==> config.mk <==
export PLATFORM = sky130hd
export DESIGN_NAME = handheld_cpu_alu_with_flags_unit
export DESIGN_NICKNAME = d
export VERILOG_FILES = /design/src/hcalu_pkg.sv /design/src/handheld_cpu_alu_with_flags_unit.sv
export SDC_FILE = /design/constraint.sdc
export NUM_CORES = 1
export LEC_CHECK = 0
export BUFFER_PORTS_ARGS = -buffer_cell sky130_fd_sc_hd__clkbuf_2
export CAP_MARGIN = 20
export CORE_UTILIZATION = 60
export DETAILED_ROUTE_END_ITERATION = 8
export PLACE_DENSITY = 0.81
export SKIP_CTS_REPAIR_TIMING = 1
export SYNTH_ARGS = -nofsm -noshare
export SYNTH_HDL_FRONTEND = slang
export SYNTH_SLANG_ARGS = --single-unit
==> constraint.sdc <==
create_clock -name i_clk -period 4.9 [get_ports i_clk]
set_clock_uncertainty 0.1 [all_clocks]
set_input_delay 0.245 -clock i_clk [delete_from_list [all_inputs] [get_ports i_clk]]
set_output_delay 0.245 -clock i_clk [all_outputs]
set_load 0.01 [all_outputs]
==> src/hcalu_pkg.sv <==
// Operation codes shared by the handheld CPU ALU and its checker.
// No dependencies.
package hcalu_pkg;

    // ALU operation codes; values 29 to 31 are unused
    typedef enum logic [4:0] {
        OP_ADD  = 5'd0,
        OP_ADC  = 5'd1,
        OP_SUB  = 5'd2,
        OP_SBC  = 5'd3,
        OP_AND  = 5'd4,
        OP_XOR  = 5'd5,
        OP_OR   = 5'd6,
        OP_CP   = 5'd7,
        OP_INC  = 5'd8,
        OP_DEC  = 5'd9,
        OP_RLC  = 5'd10,
        OP_RRC  = 5'd11,
        OP_RL   = 5'd12,
        OP_RR   = 5'd13,
        OP_SLA  = 5'd14,
        OP_SRA  = 5'd15,
        OP_SWAP = 5'd16,
        OP_SRL  = 5'd17,
        OP_BIT  = 5'd18,
        OP_RES  = 5'd19,
        OP_SET  = 5'd20,
        OP_DAA  = 5'd21,
        OP_CPL  = 5'd22,
        OP_SCF  = 5'd23,
        OP_CCF  = 5'd24,
        OP_RLCA = 5'd25,
        OP_RRCA = 5'd26,
        OP_RLA  = 5'd27,
        OP_RRA  = 5'd28
    } t_op;

    // BCD adjust constants
    localparam logic [7:0] DAA_HI_ADJ = 8'h60;
    localparam logic [7:0] DAA_LO_ADJ = 8'h06;
    localparam logic [7:0] DAA_HI_MAX = 8'h99;
    localparam logic [3:0] DAA_LO_MAX = 4'h9;

endpackage

==> src/handheld_cpu_alu_with_flags_unit.sv <==
// Top level of the handheld CPU 8-bit ALU with Z/N/H/C flags.
// Depends on hcalu_pkg for operation codes and DAA constants.
//
//  channel   | handshake         | fields
//  ----------+-------------------+-----------------------------------------------
//  command   | start / busy      | i_cmd, i_operand_a, i_operand_b, i_bit_index,
//            |                   | i_zero_in, i_subtract_in, i_half_in, i_carry_in
//  result    | o_valid (strobe)  | o_result, o_writes_result, o_zero_out,
//            |                   | o_subtract_out, o_half_out, o_carry_out
//
// One word is taken every cycle; busy stays low. Each word passes first
// through the input register, then through the adder and flag logic into
// the result register, which drives the result ports.
// Reset (synchronous, active low) clears both valid bits; payload is not reset.
// The receiver cannot stall: each result is shown for exactly one cycle.
module handheld_cpu_alu_with_flags_unit (
    input  logic       i_clk,
    input  logic       i_rst_n,
    input  logic       start,
    output logic       busy,
    input  logic [4:0] i_cmd,
    input  logic [7:0] i_operand_a,
    input  logic [7:0] i_operand_b,
    input  logic [2:0] i_bit_index,
    input  logic       i_zero_in,
    input  logic       i_subtract_in,
    input  logic       i_half_in,
    input  logic       i_carry_in,
    output logic       o_valid,
    output logic [7:0] o_result,
    output logic       o_writes_result,
    output logic       o_zero_out,
    output logic       o_subtract_out,
    output logic       o_half_out,
    output logic       o_carry_out
);

    // input register
    logic       r_in_vld;
    logic [4:0] r_cmd;
    logic [7:0] r_a;
    logic [7:0] r_b;
    logic [2:0] r_bi;
    logic       r_zi;
    logic       r_ni;
    logic       r_hi;
    logic       r_ci;

    // result register
    logic       r_out_vld;
    logic [7:0] r_result;
    logic       r_wr;
    logic       r_z;
    logic       r_n;
    logic       r_h;
    logic       r_c;

    // next result values
    logic [7:0] n_result;
    logic       n_wr;
    logic       n_z;
    logic       n_n;
    logic       n_h;
    logic       n_c;

    // shared datapath
    logic       cin;
    logic [8:0] sum9;
    logic [4:0] sum_lo;
    logic [8:0] diff9;
    logic [4:0] diff_lo;
    logic [7:0] mask;
    logic       daa_hi;
    logic       daa_lo;
    logic [7:0] daa_adj;
    logic [7:0] daa_res;

    assign busy = 1'b0;

    // capture each word as it is taken
    always_ff @(posedge i_clk) begin
        if (!i_rst_n) begin
            r_in_vld <= 1'b0;
        end else begin
            r_in_vld <= start && !busy;
        end
        r_cmd <= i_cmd;
        r_a   <= i_operand_a;
        r_b   <= i_operand_b;
        r_bi  <= i_bit_index;
        r_zi  <= i_zero_in;
        r_ni  <= i_subtract_in;
        r_hi  <= i_half_in;
        r_ci  <= i_carry_in;
    end

    // carry in only for the with-carry forms
    assign cin = r_ci && ((r_cmd == hcalu_pkg::OP_ADC) || (r_cmd == hcalu_pkg::OP_SBC));

    // adder and subtractor with nibble carry and borrow
    assign sum9    = {1'b0, r_a} + {1'b0, r_b} + {8'd0, cin};
    assign sum_lo  = {1'b0, r_a[3:0]} + {1'b0, r_b[3:0]} + {4'd0, cin};
    assign diff9   = {1'b0, r_a} - {1'b0, r_b} - {8'd0, cin};
    assign diff_lo = {1'b0, r_a[3:0]} - {1'b0, r_b[3:0]} - {4'd0, cin};

    // one-hot bit select for bit, res, set
    assign mask = 8'd1 << r_bi;

    // decimal adjust
    assign daa_hi  = r_ni ? r_ci : (r_ci || (r_a > hcalu_pkg::DAA_HI_MAX));
    assign daa_lo  = r_ni ? r_hi : (r_hi || (r_a[3:0] > hcalu_pkg::DAA_LO_MAX));
    assign daa_adj = (daa_hi ? hcalu_pkg::DAA_HI_ADJ : 8'h00)
                   | (daa_lo ? hcalu_pkg::DAA_LO_ADJ : 8'h00);
    assign daa_res = r_ni ? (r_a - daa_adj) : (r_a + daa_adj);

    // select result and flags by operation
    always_comb begin
        n_result = r_a;
        n_wr     = 1'b1;
        n_z      = r_zi;
        n_n      = 1'b0;
        n_h      = 1'b0;
        n_c      = r_ci;
        unique case (hcalu_pkg::t_op'(r_cmd))
            hcalu_pkg::OP_ADD, hcalu_pkg::OP_ADC: begin
                n_result = sum9[7:0];
                n_z      = (sum9[7:0] == 8'd0);
                n_h      = sum_lo[4];
                n_c      = sum9[8];
            end
            hcalu_pkg::OP_SUB, hcalu_pkg::OP_SBC: begin
                n_result = diff9[7:0];
                n_z      = (diff9[7:0] == 8'd0);
                n_n      = 1'b1;
                n_h      = diff_lo[4];
                n_c      = diff9[8];
            end
            hcalu_pkg::OP_CP: begin
                n_wr = 1'b0;
                n_z  = (diff9[7:0] == 8'd0);
                n_n  = 1'b1;
                n_h  = diff_lo[4];
                n_c  = diff9[8];
            end
            hcalu_pkg::OP_AND: begin
                n_result = r_a & r_b;
                n_z      = ((r_a & r_b) == 8'd0);
                n_h      = 1'b1;
                n_c      = 1'b0;
            end
            hcalu_pkg::OP_XOR: begin
                n_result = r_a ^ r_b;
                n_z      = ((r_a ^ r_b) == 8'd0);
                n_c      = 1'b0;
            end
            hcalu_pkg::OP_OR: begin
                n_result = r_a | r_b;
                n_z      = ((r_a | r_b) == 8'd0);
                n_c      = 1'b0;
            end
            hcalu_pkg::OP_INC: begin
                n_result = r_a + 8'd1;
                n_z      = (r_a == 8'hFF);
                n_h      = (r_a[3:0] == 4'hF);
            end
            hcalu_pkg::OP_DEC: begin
                n_result = r_a - 8'd1;
                n_z      = (r_a == 8'h01);
                n_n      = 1'b1;
                n_h      = (r_a[3:0] == 4'h0);
            end
            hcalu_pkg::OP_RLC, hcalu_pkg::OP_RLCA: begin
                n_result = {r_a[6:0], r_a[7]};
                n_z      = (r_cmd == hcalu_pkg::OP_RLC) && (r_a == 8'd0);
                n_c      = r_a[7];
            end
            hcalu_pkg::OP_RRC, hcalu_pkg::OP_RRCA: begin
                n_result = {r_a[0], r_a[7:1]};
                n_z      = (r_cmd == hcalu_pkg::OP_RRC) && (r_a == 8'd0);
                n_c      = r_a[0];
            end
            hcalu_pkg::OP_RL, hcalu_pkg::OP_RLA: begin
                n_result = {r_a[6:0], r_ci};
                n_z      = (r_cmd == hcalu_pkg::OP_RL) && ({r_a[6:0], r_ci} == 8'd0);
                n_c      = r_a[7];
            end
            hcalu_pkg::OP_RR, hcalu_pkg::OP_RRA: begin
                n_result = {r_ci, r_a[7:1]};
                n_z      = (r_cmd == hcalu_pkg::OP_RR) && ({r_ci, r_a[7:1]} == 8'd0);
                n_c      = r_a[0];
            end
            hcalu_pkg::OP_SLA: begin
                n_result = {r_a[6:0], 1'b0};
                n_z      = (r_a[6:0] == 7'd0);
                n_c      = r_a[7];
            end
            hcalu_pkg::OP_SRA: begin
                n_result = {r_a[7], r_a[7:1]};
                n_z      = (r_a == 8'd0) || (r_a == 8'd1);
                n_c      = r_a[0];
            end
            hcalu_pkg::OP_SWAP: begin
                n_result = {r_a[3:0], r_a[7:4]};
                n_z      = (r_a == 8'd0);
                n_c      = 1'b0;
            end
            hcalu_pkg::OP_SRL: begin
                n_result = {1'b0, r_a[7:1]};
                n_z      = (r_a[7:1] == 7'd0);
                n_c      = r_a[0];
            end
            hcalu_pkg::OP_BIT: begin
                n_wr = 1'b0;
                n_z  = ((r_a & mask) == 8'd0);
                n_h  = 1'b1;
            end
            hcalu_pkg::OP_RES: begin
                n_result = r_a & ~mask;
                n_n      = r_ni;
                n_h      = r_hi;
            end
            hcalu_pkg::OP_SET: begin
                n_result = r_a | mask;
                n_n      = r_ni;
                n_h      = r_hi;
            end
            hcalu_pkg::OP_DAA: begin
                n_result = daa_res;
                n_z      = (daa_res == 8'd0);
                n_n      = r_ni;
                n_c      = daa_hi;
            end
            hcalu_pkg::OP_CPL: begin
                n_result = ~r_a;
                n_n      = 1'b1;
                n_h      = 1'b1;
            end
            hcalu_pkg::OP_SCF: begin
                n_wr = 1'b0;
                n_c  = 1'b1;
            end
            hcalu_pkg::OP_CCF: begin
                n_wr = 1'b0;
                n_c  = !r_ci;
            end
            default: begin
                // unused codes pass the operand and all flags through
                n_wr = 1'b0;
                n_n  = r_ni;
                n_h  = r_hi;
            end
        endcase
    end

    // register the finished word and its valid bit
    always_ff @(posedge i_clk) begin
        if (!i_rst_n) begin
            r_out_vld <= 1'b0;
        end else begin
            r_out_vld <= r_in_vld;
        end
        r_result <= n_result;
        r_wr     <= n_wr;
        r_z      <= n_z;
        r_n      <= n_n;
        r_h      <= n_h;
        r_c      <= n_c;
    end

    assign o_valid         = r_out_vld;
    assign o_result        = r_result;
    assign o_writes_result = r_wr;
    assign o_zero_out      = r_z;
    assign o_subtract_out  = r_n;
    assign o_half_out      = r_h;
    assign o_carry_out     = r_c;

endmodule

After elaboration in Yosys (flattened, before gate mapping)
Cells that the tools add are included.
Storage, ports and cells
  RAM bits: 0
  output and inout bits: 15
  memories: 0
  latch bits: 0
  word-level logic and storage cells: 121
  memory bits (read-only): 0
  input bits: 31
  register bits after elaboration: 43
Cells by class
  multiply operators: 0
  reduce and logical (&&, ||, !) cells: 39
  equal/unequal tests: 31
  bitwise gates (word level): 9
  order comparisons: 2
  shifts and indexed selects: 1
  div/mod/pow operators: 0
  multiplexer cells: 11
  $add $sub $neg: 12
Operators by type and width (number)
  8-bit one-hot mux with 19 select lines: 1
  8-bit logical NOT: 10
  5-bit == test (second input constant): 13
  5-bit by 4-bit == test with 1-bit output (second input constant): 8
  25-bit OR reduction: 1
  8-bit bitwise AND: 3
  21-bit OR reduction: 1
  5-bit by 3-bit == test with 1-bit output (second input constant): 4
  1-bit one-hot mux with 17 select lines: 1
  17-bit OR reduction: 1
  8-bit inverter: 2
  8-bit bitwise OR: 2
  7-bit logical NOT: 2
  2-bit OR reduction: 6
  5-bit by 2-bit == test with 1-bit output (second input constant): 2
  5-bit OR reduction: 2
  8-bit by 8-bit adder with 9-bit output: 1
  9-bit by 1-bit adder with 9-bit output: 1
  8-bit by 8-bit subtractor with 9-bit output: 1
  9-bit by 1-bit subtractor with 9-bit output: 1
  8-bit by 1-bit adder with 8-bit output (second input constant): 1
  8-bit by 7-bit adder with 8-bit output: 1
  8-bit by 1-bit == test with 1-bit output (second input constant): 1
  8-bit == test (second input constant): 1
  28 further kinds: 38

Longest topological paths before layout
Gate-level depths: netlist of the first run.
  depth in word-level cells: 9
  mapped depth: 18

Worst setup path after synthesis of the first run
No wires, ideal clock.
  kind: register -> register
  start point: register r_a[1]
  end point: register r_result[6], in the netlist o_result[6]
  data required time: 4.680 ns
  library setup time: 0.120 ns
  setup slack: 1.015 ns
  stages on the path, launching flop included: 18
  arrival time: 3.665 ns
  cells stage by stage: dfxtp_1 > buf_1 > inv_1 > ha_1 > o21bai_1 > nand3_1 > nand2_1 > a31oi_1 > ha_1 > nand2_1 > o21ai_0 > ha_1 > nor2b_1 > o311a_1 > a311oi_1 > o2111ai_1 > or3_1 > o31a_1
Between the ends
  longest elaborated chain between the ends: 8
  elaborated cells on any way between the ends: 19
Ends and longest elaborated chain
  from (decl): line handheld_cpu_alu_with_flags_unit.sv:41  | logic [7:0] r_a;
  from (signal assigned): line handheld_cpu_alu_with_flags_unit.sv:88  | r_a <= i_operand_a;
  8-bit > comparator or 4-bit > comparator (tied branches): line handheld_cpu_alu_with_flags_unit.sv:110, handheld_cpu_alu_with_flags_unit.sv:111
  1-bit logical OR, on equally long branches: line handheld_cpu_alu_with_flags_unit.sv:110, handheld_cpu_alu_with_flags_unit.sv:111
  1-bit two-way mux, on equally long branches: line handheld_cpu_alu_with_flags_unit.sv:110, handheld_cpu_alu_with_flags_unit.sv:111
  7-bit two-way mux or 3-bit two-way mux (tied branches): line handheld_cpu_alu_with_flags_unit.sv:112, handheld_cpu_alu_with_flags_unit.sv:113
  7-bit by 3-bit bitwise OR with 7-bit output: line handheld_cpu_alu_with_flags_unit.sv:113  | | (daa_lo ? hcalu_pkg::DAA_LO_ADJ : 8'h00);
  8-bit by 7-bit adder with 8-bit output or 8-bit by 7-bit subtractor with 8-bit output (tied branches): line handheld_cpu_alu_with_flags_unit.sv:114  | assign daa_res = r_ni ? (r_a - daa_adj) : (r_a + daa_adj);
  8-bit two-way mux: line handheld_cpu_alu_with_flags_unit.sv:114
  8-bit one-hot mux with 19 select lines (*): line handheld_cpu_alu_with_flags_unit.sv:124  | unique case (hcalu_pkg::t_op'(r_cmd))
  named net n_result[6]: line handheld_cpu_alu_with_flags_unit.sv:59  | logic [7:0] n_result;
  to (signal assigned): line handheld_cpu_alu_with_flags_unit.sv:262  | r_result <= n_result;
  to (decl): line handheld_cpu_alu_with_flags_unit.sv:51  | logic [7:0] r_result;
Mark *: on every way through the listed nets, which the timed path passes. The rest lies on a longest branch.
A chain may end at the register's enable or synchronous reset.

Worst setup path in the final report of the first run
Ends and elaborated chain as after synthesis.

==> results of run 1 <==
-- cell type report --
cell class              count  area, sq um
clock buffers               6         72.6
clock inverters             2         60.1
fillers                   566         1940
inverters                  33          124
multi-input cells         449         3160
flip-flops and latches     43          861
well taps                  96          120
repair buffers             82          576
-- layer usage --
metal,GRT usage,part of all wire
met5,0,0
met1,0.580,0.37
met2,0.646,0.42
met3,0.103,0.14
met4,0.282,0.078
-- kinds of logic after synthesis --
family | count (synthesis) | share of synthesized area
flip-flops | 43 | 0.198
XOR/XNOR | 26 | 0.0525
adder cells (fa/ha/maj) | 47 | 0.142
AND/OR/NAND/NOR | 199 | 0.238
other | 1 | 0.000864
multiplexers | 10 | 0.0237
AO/OA/AOI/OAI | 166 | 0.270
buffers and inverters | 73 | 0.0738
-- stage by stage --
stage | hold slack, ns | area, sq um | util | std cells
after detailed placement | 0.249 | 4560 | 0.660 | 675
after global routing | 0.0456 | 4970 | 0.720 | 711
after CTS | -0.0719 | 4690 | 0.679 | 683
after floorplan | 0.173 | 4340 | - | 565
after global placement | 0.247 | 4560 | 0.660 | 675
final | 0.0354 | 4970 | 0.720 | 711
-- power by group through the flow --
stage	clock [mW]	sequential (mW)	combinational (mW)
global route	0.349	0.411	0.483
finish	0.343	0.410	0.462
CTS	0.339	0.407	0.413
floorplan	0	0.410	0.290
global placement	0	0.414	0.398
detailed placement	0	0.415	0.411
-- registers in the layout (all words and copies together), names as in the netlist, 3 cells and up --
name and flops:
o_result 8, r_bi 3, r_a 8, r_cmd 5, r_b 8
-- worst min-delay path by stage --
stage	from	end	slack, ns	depth (start not counted)
global placement	i_half_in	r_hi$_DFF_P_	0.25	1
CTS	i_operand_a[4]	r_a[4]$_DFF_P_	-0.07	1
finish	start	r_in_vld$_SDFF_PN0_	0.04	2
floorplan	i_operand_a[0]	r_a[0]$_DFF_P_	0.17	0
detailed placement	i_cmd[3]	r_cmd[3]$_DFF_P_	0.25	1
global route	start	r_in_vld$_SDFF_PN0_	0.05	2
-- placed cells by master, fill, tap and decap left out, types with 10 or more instances in the layout --
cell type,netlist,final
a21oi_1,17,17
buf_4,2,10
clkbuf_2,0,44
dfxtp_1,43,43
dlygate4sd3_1,0,28
ha_1,43,43
inv_1,32,32
nand2_1,48,48
nand3_1,15,15
nand4_1,10,10
nor2_1,39,39
nor3_1,18,18
nor4_1,10,10
o211ai_1,12,12
o21ai_0,33,33
o22ai_1,11,11
xnor2_1,20,20
==> impl_metrics.ini, run 1 <==
[placement]
portBuffers = 44
pre_cts_slack_ns = 0.961
dp_hpwl_microns = 12100
gp_congestion = 1.07

[routing]
drt-initial-drc-count = 903
route.vias.total = 5185
drc_errors = 0
avgRoutedWirePerCell_microns = 24.3
drtAntennaViolNets = 0
wl_microns = 17300
avgViaCountPerCell = 7.29
drt_pass1_iterations = 9

[clock_network]
cts.path.max_buffers = 2
clk_pin_slew_worst_paths_ns = 0.09
cts.sinks = 43
cts_max_level = 2
clock_latency_ns = 0.32
root_buffer = clkbuf_8
tritoncts = done
numCtsBuffers = 5

[global_routing]
grt_pass1_wl_microns = 25100
grt_use_total = 0.441
first_global_vias = 4498
overflow = 0
antenna_found_initial = 1
grt_max_degree = 37

[yosys]
ys_types = 72
yosysMostFrequentCell = nand2_1
synth.net_count = 643
ys_dominant_reg_cell = dfxtp_1
synth_top_area_share = 0.198
ys_ff_latch = 43
syn_inst = 565
yosys-top-cells-count = nand2_1 (48), dfxtp_1 (43), ha_1 (43)
synth_top_cell_by_area = dfxtp_1
synth-edff-count = 0
ys_top_cells_by_area = dfxtp_1 (20%), ha_1 (12%), nand2_1 (4.2%)
async_reset_ff_frac = 0
syn_area_sq_um = 4340
ys_seq_area_frac = 0.198
synth_warnings = 0
synth_area_per_cell_sq_um = 7.68

[worst_setup_path]
critPathBufInv = 1
critPathMostFrequentCell = ha_1
reg2reg_to = o_result[6]$_DFF_P_
cpPeakStageDelay_ns = 0.41
slowest_stage = a311oi_1
critPathTopFamily = compound AO/OA/AOI/OAI gates
crit_start = r_a[1]$_DFF_P_
crit_fanout = 6
critical_path_class = register to register
worstRegToRegCells = 16
r2r_slack_ns = 0.79
end_kind = register
crit_chain = inv_1 > ha_1 > o21bai_1 > nand3_1 > nand2_1 > a31oi_1 > ha_1 > nand2_1 > o21ai_0 > ha_1 > nor2b_1 > o311a_1 > a311oi_1 > o2111ai_1 > or3_1 > o31a_1
cp-endpoint = o_result[6]$_DFF_P_
required_ns = 5.00
path_depth = 16
cp-start-kind = register
r2r_start = r_a[1]$_DFF_P_
critical_path_arrival_ns = 4.21

[finish]
drive_above_1_share = 0.111
nNetsFinal = 692
diodes = 0
syn_to_final_growth_pct = 14.6

[floorplanning]
die_x_microns = 87.0
dieArea_sq_um = 7570
io_pins = 46
rows = 30
initial_core_util = 0.628
die_h_microns = 87.0
coreArea_sq_um = 6910

[sta]
layout_worst_path_cycle_share = 0.838
hold_viol_final = 0
rsz0062_at_grt = no
timing.final.ws_setup_ns = 0.794
fin_setup_tns_ns = 0
fin_crit_ns = 4.11
slew_violations = 0
worst_pin_slew_ns = 1.10
setup_violations = 0
slew_headroom = 0.267
fmax_mhz = 244

[power_and_ir_drop]
power_density_nw_per_um2 = 244
p_clk_frac = 0.282
power_frac_seq = 0.337
switching_share = 0.370
internal-power_uw = 765
switchingPower_uw = 450
ir_drop_uv = 161
power.total_mw = 1.21
cellLeakagePower_nw = 2.07
p_comb_frac = 0.381

[job]
cap_violations = 0

[run_status]
status = complete, no violations

[worst_hold_path]
min_path_type = input pin to register
(Power assumes the default switching activity.)
==> run 2, diff against run 1 <==
==> constraint.sdc (replaced) <==
create_clock -name i_clk -period 3.9 [get_ports i_clk]
set_clock_uncertainty 0.1 [all_clocks]
set_input_delay 0.195 -clock i_clk [delete_from_list [all_inputs] [get_ports i_clk]]
set_output_delay 0.195 -clock i_clk [all_outputs]
set_load 0.01 [all_outputs]
==> run 2 against run 1 <==
Compared with the run above: register-to-register slack got worse by 0.65 ns; global-route usage decreased by 0.87 points; critical path depth unchanged; sequential power increased by 23%; cell area increased by 2.3%; combinational power increased by 32%; die area unchanged; cell count increased by 2.4%; flip-flop and latch count unchanged; core utilization increased by 1.6 points; clock power decreased by 3%.
==> impl_metrics.ini, run 2 (same netlist as run 1, synthesis figures left out) <==
[run_status]
status = complete, no violations

[routing]
route.vias.total = 5199
drt_pass1_iterations = 6
avgRoutedWirePerCell_microns = 23.5
wl_microns = 17100
avgViaCountPerCell = 7.14
drt-initial-drc-count = 945
drtAntennaViolNets = 0
drc_errors = 0

[finish]
drive_above_1_share = 0.138
syn_to_final_growth_pct = 17.2
n_fill_cell = 516
final_cell_mix = nand2_1 (48), clkbuf_2 (44), ha_1 (43), dfxtp_1 (43), nor2_1 (39)
nNetsFinal = 709
diodes = 0
layout_commonest_cell = nand2_1
final_cells = 728
final_cell_area_sq_um = 5080

[floorplanning]
coreArea_sq_um = 6910
initial_core_util = 0.628
io_pins = 46
rows = 30
die_x_microns = 87.0
die_h_microns = 87.0
dieArea_sq_um = 7570

[worst_hold_path]
hold_start = i_rst_n
min_path_type = input pin to register
min_delay_path_depth = 2
hold-path-endpoint = r_in_vld$_SDFF_PN0_

[clock_network]
numCtsBuffers = 5
clock_latency_ns = 0.31
root_buffer = clkbuf_8
cts_max_level = 2
tritoncts = done
clk_pin_slew_worst_paths_ns = 0.09
cts.sinks = 43
cts.path.max_buffers = 2

[worst_setup_path]
cp-start-kind = register
required_ns = 4.00
critical_path_arrival_ns = 3.86
end_kind = register
crit_fanout = 5
worstRegToRegCells = 16
r2r_start = r_a[1]$_DFF_P_
r2r_slack_ns = 0.14
critical_path_class = register to register
reg2reg_to = o_result[6]$_DFF_P_
crit_start = r_a[1]$_DFF_P_

[placement]
portBuffers = 44
dp_hpwl_microns = 12300
gp_congestion = 1.04
place_area_sq_um = 4680
pre_cts_slack_ns = 0.122
dp_cells = 691

[sta]
layout_worst_path_cycle_share = 0.963
slew_headroom = 0.475
hold_viol_final = 0
worst_pin_slew_ns = 0.776
rsz0062_at_grt = no
timing.final.ws_setup_ns = 0.145
slew_violations = 0
setup_violations = 0
fmax_mhz = 266
fin_setup_tns_ns = 0
fin_crit_ns = 3.76

[global_routing]
antenna_found_initial = 0
grt_max_degree = 38
first_global_vias = 4530
overflow = 0
grt_pass1_wl_microns = 24400
grt_use_total = 0.433

[job]
cap_violations = 0

[power_and_ir_drop]
ir_drop_uv = 224
power_density_nw_per_um2 = 284
cellLeakagePower_nw = 2.14
power.total_mw = 1.44
run 2: cell types whose count changed in the layout (fill, tap and decap cells not counted), sizes merged:
cell	previous run	this run
buf	10	26
bufinv	2	0
clkbuf	50	52
dlygate4sd3	28	29
run 2: per-stage QoR:
stage / utilization / hold slack [ns]
3_3_place_gp: 0.677 / 0.197
6_report: 0.736 / 0.00787
2_1_floorplan: - / 0.123
3_5_place_dp: 0.677 / 0.199
4_1_cts: 0.692 / -0.114
5_1_grt: 0.736 / 0.0337
run 2: report_power, final:
| part | switching (mW) | total (mW) | internal, mW |
|---|---|---|---|
| combinational | 0.366 | 0.608 | 0.242 |
| clock | 0.170 | 0.332 | 0.162 |
| sequential | 0.0260 | 0.503 | 0.477 |
run 2: worst max path at each step:
| stage | to | slack, ns | cells after the start |
|---|---|---|---|
| 2_1_floorplan | o_result[6]$_DFF_P_ | 0.02 | 17 |
| 3_3_place_gp | o_result[6]$_DFF_P_ | 0.32 | 16 |
| 6_report | o_result[6]$_DFF_P_ | 0.14 | 16 |
| 5_1_grt | o_result[6]$_DFF_P_ | 0.03 | 16 |
| 3_5_place_dp | o_result[6]$_DFF_P_ | 0.12 | 15 |
| 4_1_cts | o_result[6]$_DFF_P_ | 0.09 | 15 |
run 2: cell type report:
cell class | instances | area [sq um] | area share
Clock buffer | 8 | 100 | 0.0197
Sequential cell | 43 | 861 | 0.169
Tap cell | 96 | 120 | 0.0236
Inverter | 33 | 124 | 0.0244
Timing Repair Buffer | 99 | 706 | 0.139
Multi-Input combinational cell | 449 | 3170 | 0.624
run 2: layer usage:
layer,GRT usage,vias up,part of all wire
met1,0.576,2345,0.37
met3,0.0863,134,0.13
met5,0,-,0.00076
li1,-,2231,-
met2,0.646,487,0.43
met4,0.256,2,0.072
run 2: critical path: stages, from the launching register on:
cell,delay (ns)
dfxtp_1,0.32
inv_1,0.09
ha_1,0.29
o21bai_2,0.12
nand3_1,0.09
nand2_1,0.05
a31oi_1,0.28
ha_1,0.29
nand2_1,0.07
o21ai_0,0.09
ha_1,0.34
nor2b_1,0.15
o311a_1,0.12
a311oi_2,0.35
o2111ai_1,0.20
or3_1,0.38
o31a_1,0.32
==> run 3, diff against run 2 <==
--- a/config.mk
+++ b/config.mk
@@ -7,9 +7,8 @@
 export LEC_CHECK = 0
 export BUFFER_PORTS_ARGS = -buffer_cell sky130_fd_sc_hd__clkbuf_2
 export CAP_MARGIN = 20
-export CORE_UTILIZATION = 60
+export CORE_UTILIZATION = 41
 export DETAILED_ROUTE_END_ITERATION = 8
-export PLACE_DENSITY = 0.81
 export SKIP_CTS_REPAIR_TIMING = 1
 export SYNTH_ARGS = -nofsm -noshare
 export SYNTH_HDL_FRONTEND = slang
==> run 3 against run 2 <==
Compared with the run above: sequential power about the same; via count decreased by 7.9%; critical path depth unchanged; critical endpoint unchanged; clock power increased by 15%; worst setup slack improved by 0.033 ns; sequential share of layout area decreased by 0.20 points; worst hold slack improved by 0.33 ns; largest power group unchanged; critical path type unchanged; flip-flop and latch count unchanged; highest routed layer unchanged; wire length decreased by 1.5%; largest cell class unchanged.
==> impl_metrics.ini, run 3 (same netlist as run 1, synthesis figures left out) <==
[clock_network]
cts.path.max_buffers = 2
clock_latency_ns = 0.33
cts_max_level = 2
clk_pin_slew_worst_paths_ns = 0.08
numCtsBuffers = 5
root_buffer = clkbuf_8
cts.sinks = 43
tritoncts = done

[sta]
fin_crit_ns = 3.72
fin_setup_tns_ns = 0
hold_ws_ns = 0.340
setup_violations = 0
slew_violations = 0
fmax_mhz = 269
worst_pin_slew_ns = 0.891
hold_viol_final = 0
layout_worst_path_cycle_share = 0.955
slew_headroom = 0.401
rsz0062_at_grt = no

[global_routing]
antenna_found_initial = 1
use_met1 = 0.403
first_global_vias = 4372
grt_pass1_wl_microns = 25200
met2_usage = 0.454
grt_use_total = 0.304
grt_max_degree = 38
grt-busiest-layer = met2
overflow = 0
met3_usage = 0.0649

[floorplanning]
io_pins = 46
initial_core_util = 0.422
rows = 37
die_x_microns = 105
coreArea_sq_um = 10300
die_h_microns = 105
dieArea_sq_um = 11000

[routing]
drt_pass1_iterations = 6
drt-initial-drc-count = 537
avgViaCountPerCell = 6.24
drc_errors = 0
wl_microns = 16800
route.vias.total = 4787
drtAntennaViolNets = 0
avgRoutedWirePerCell_microns = 21.9

[worst_setup_path]
end_kind = register
r2r_slack_ns = 0.18
reg2reg_to = o_result[6]$_DFF_P_
cp-start-kind = register
critical_path_class = register to register
crit_fanout = 6
required_ns = 4.02
r2r_start = r_a[1]$_DFF_P_
critical_path_arrival_ns = 3.84
worstRegToRegCells = 16

[placement]
gp_congestion = 0.970
portBuffers = 44
dp_hpwl_microns = 12700
place_area_sq_um = 4700

[power_and_ir_drop]
cellLeakagePower_nw = 2.15
power.total_mw = 1.48
power_density_nw_per_um2 = 287
ir_drop_uv = 186

[run_status]
status = complete, no violations

[finish]
layout_commonest_cell = nand2_1
nNetsFinal = 708
syn_to_final_growth_pct = 18.6
final_cell_mix = nand2_1 (48), clkbuf_2 (44), ha_1 (43), dfxtp_1 (43), nor2_1 (39)
drive_above_1_share = 0.135
n_fill_cell = 1052
final-seq-area_sq_um = 861
diodes = 0
multi_input_area_sq_um = 3170
final_cell_area_sq_um = 5140

[worst_hold_path]
hold_start = r_in_vld$_SDFF_PN0_
hold-path-endpoint = o_valid$_SDFF_PN0_
min_path_type = register to register
min_delay_path_depth = 1

[job]
cap_violations = 0
==> run 3: area by class of cell <==
class	count	share of cell area
Clock buffer	6	0.0161
Clock inverter	2	0.00681
Inverter	33	0.0241
Multi-Input combinational cell	449	0.616
Sequential cell	43	0.167
Tap cell	136	0.0331
Timing Repair Buffer	98	0.137
==> run 3: power breakdown <==
part / total, mW / switching, mW / leakage (nW) / internal, mW
clock network: 0.381 / 0.174 / 0.0612 / 0.207
registers: 0.502 / 0.0252 / 0.362 / 0.477
logic: 0.593 / 0.351 / 1.72 / 0.242
==> run 3: worst max-delay path by stage <==
stage / from / to / slack, ns / depth (start not counted)
floorplan: r_a[1]$_DFF_P_ / o_result[6]$_DFF_P_ / 0.02 / 17
global route: r_a[1]$_DFF_P_ / o_result[6]$_DFF_P_ / 0.003 / 16
detailed placement: r_a[1]$_DFF_P_ / o_result[6]$_DFF_P_ / 0.03 / 15
finish: r_a[1]$_DFF_P_ / o_result[6]$_DFF_P_ / 0.18 / 16
CTS: r_a[1]$_DFF_P_ / o_result[6]$_DFF_P_ / 0.01 / 15
global placement: r_a[1]$_DFF_P_ / o_result[6]$_DFF_P_ / 0.22 / 15
==> run 3: metal layers <==
metal  wire [microns]  vias up
met3             1560       64
li1                 -     2224
met4              823        2
met1             7150     2233
met2             7280      264
met5               16        -
==> run 3: stage by stage <==
stage,instances,utilization,worst slack [ns]
finish,767,0.501,0.177
global route,767,0.501,0.00325
CTS,736,0.469,0.0127
detailed placement,728,0.458,0.0326
global placement,728,0.458,0.220
floorplan,565,-,0.0152
==> run 3: critical path, cell delays in order (launching register included) <==
cell and delay (ns):
dfxtp_1 0.35, inv_2 0.08, ha_1 0.25, o21bai_1 0.22, nand3_1 0.12, nand2_1 0.09, a31oi_1 0.10, ha_1 0.28
nand2_1 0.06, o21ai_0 0.09, ha_1 0.34, nor2b_1 0.15, o311a_1 0.13, a311oi_2 0.36, o2111ai_1 0.21, or3_1 0.38
o31a_1 0.30
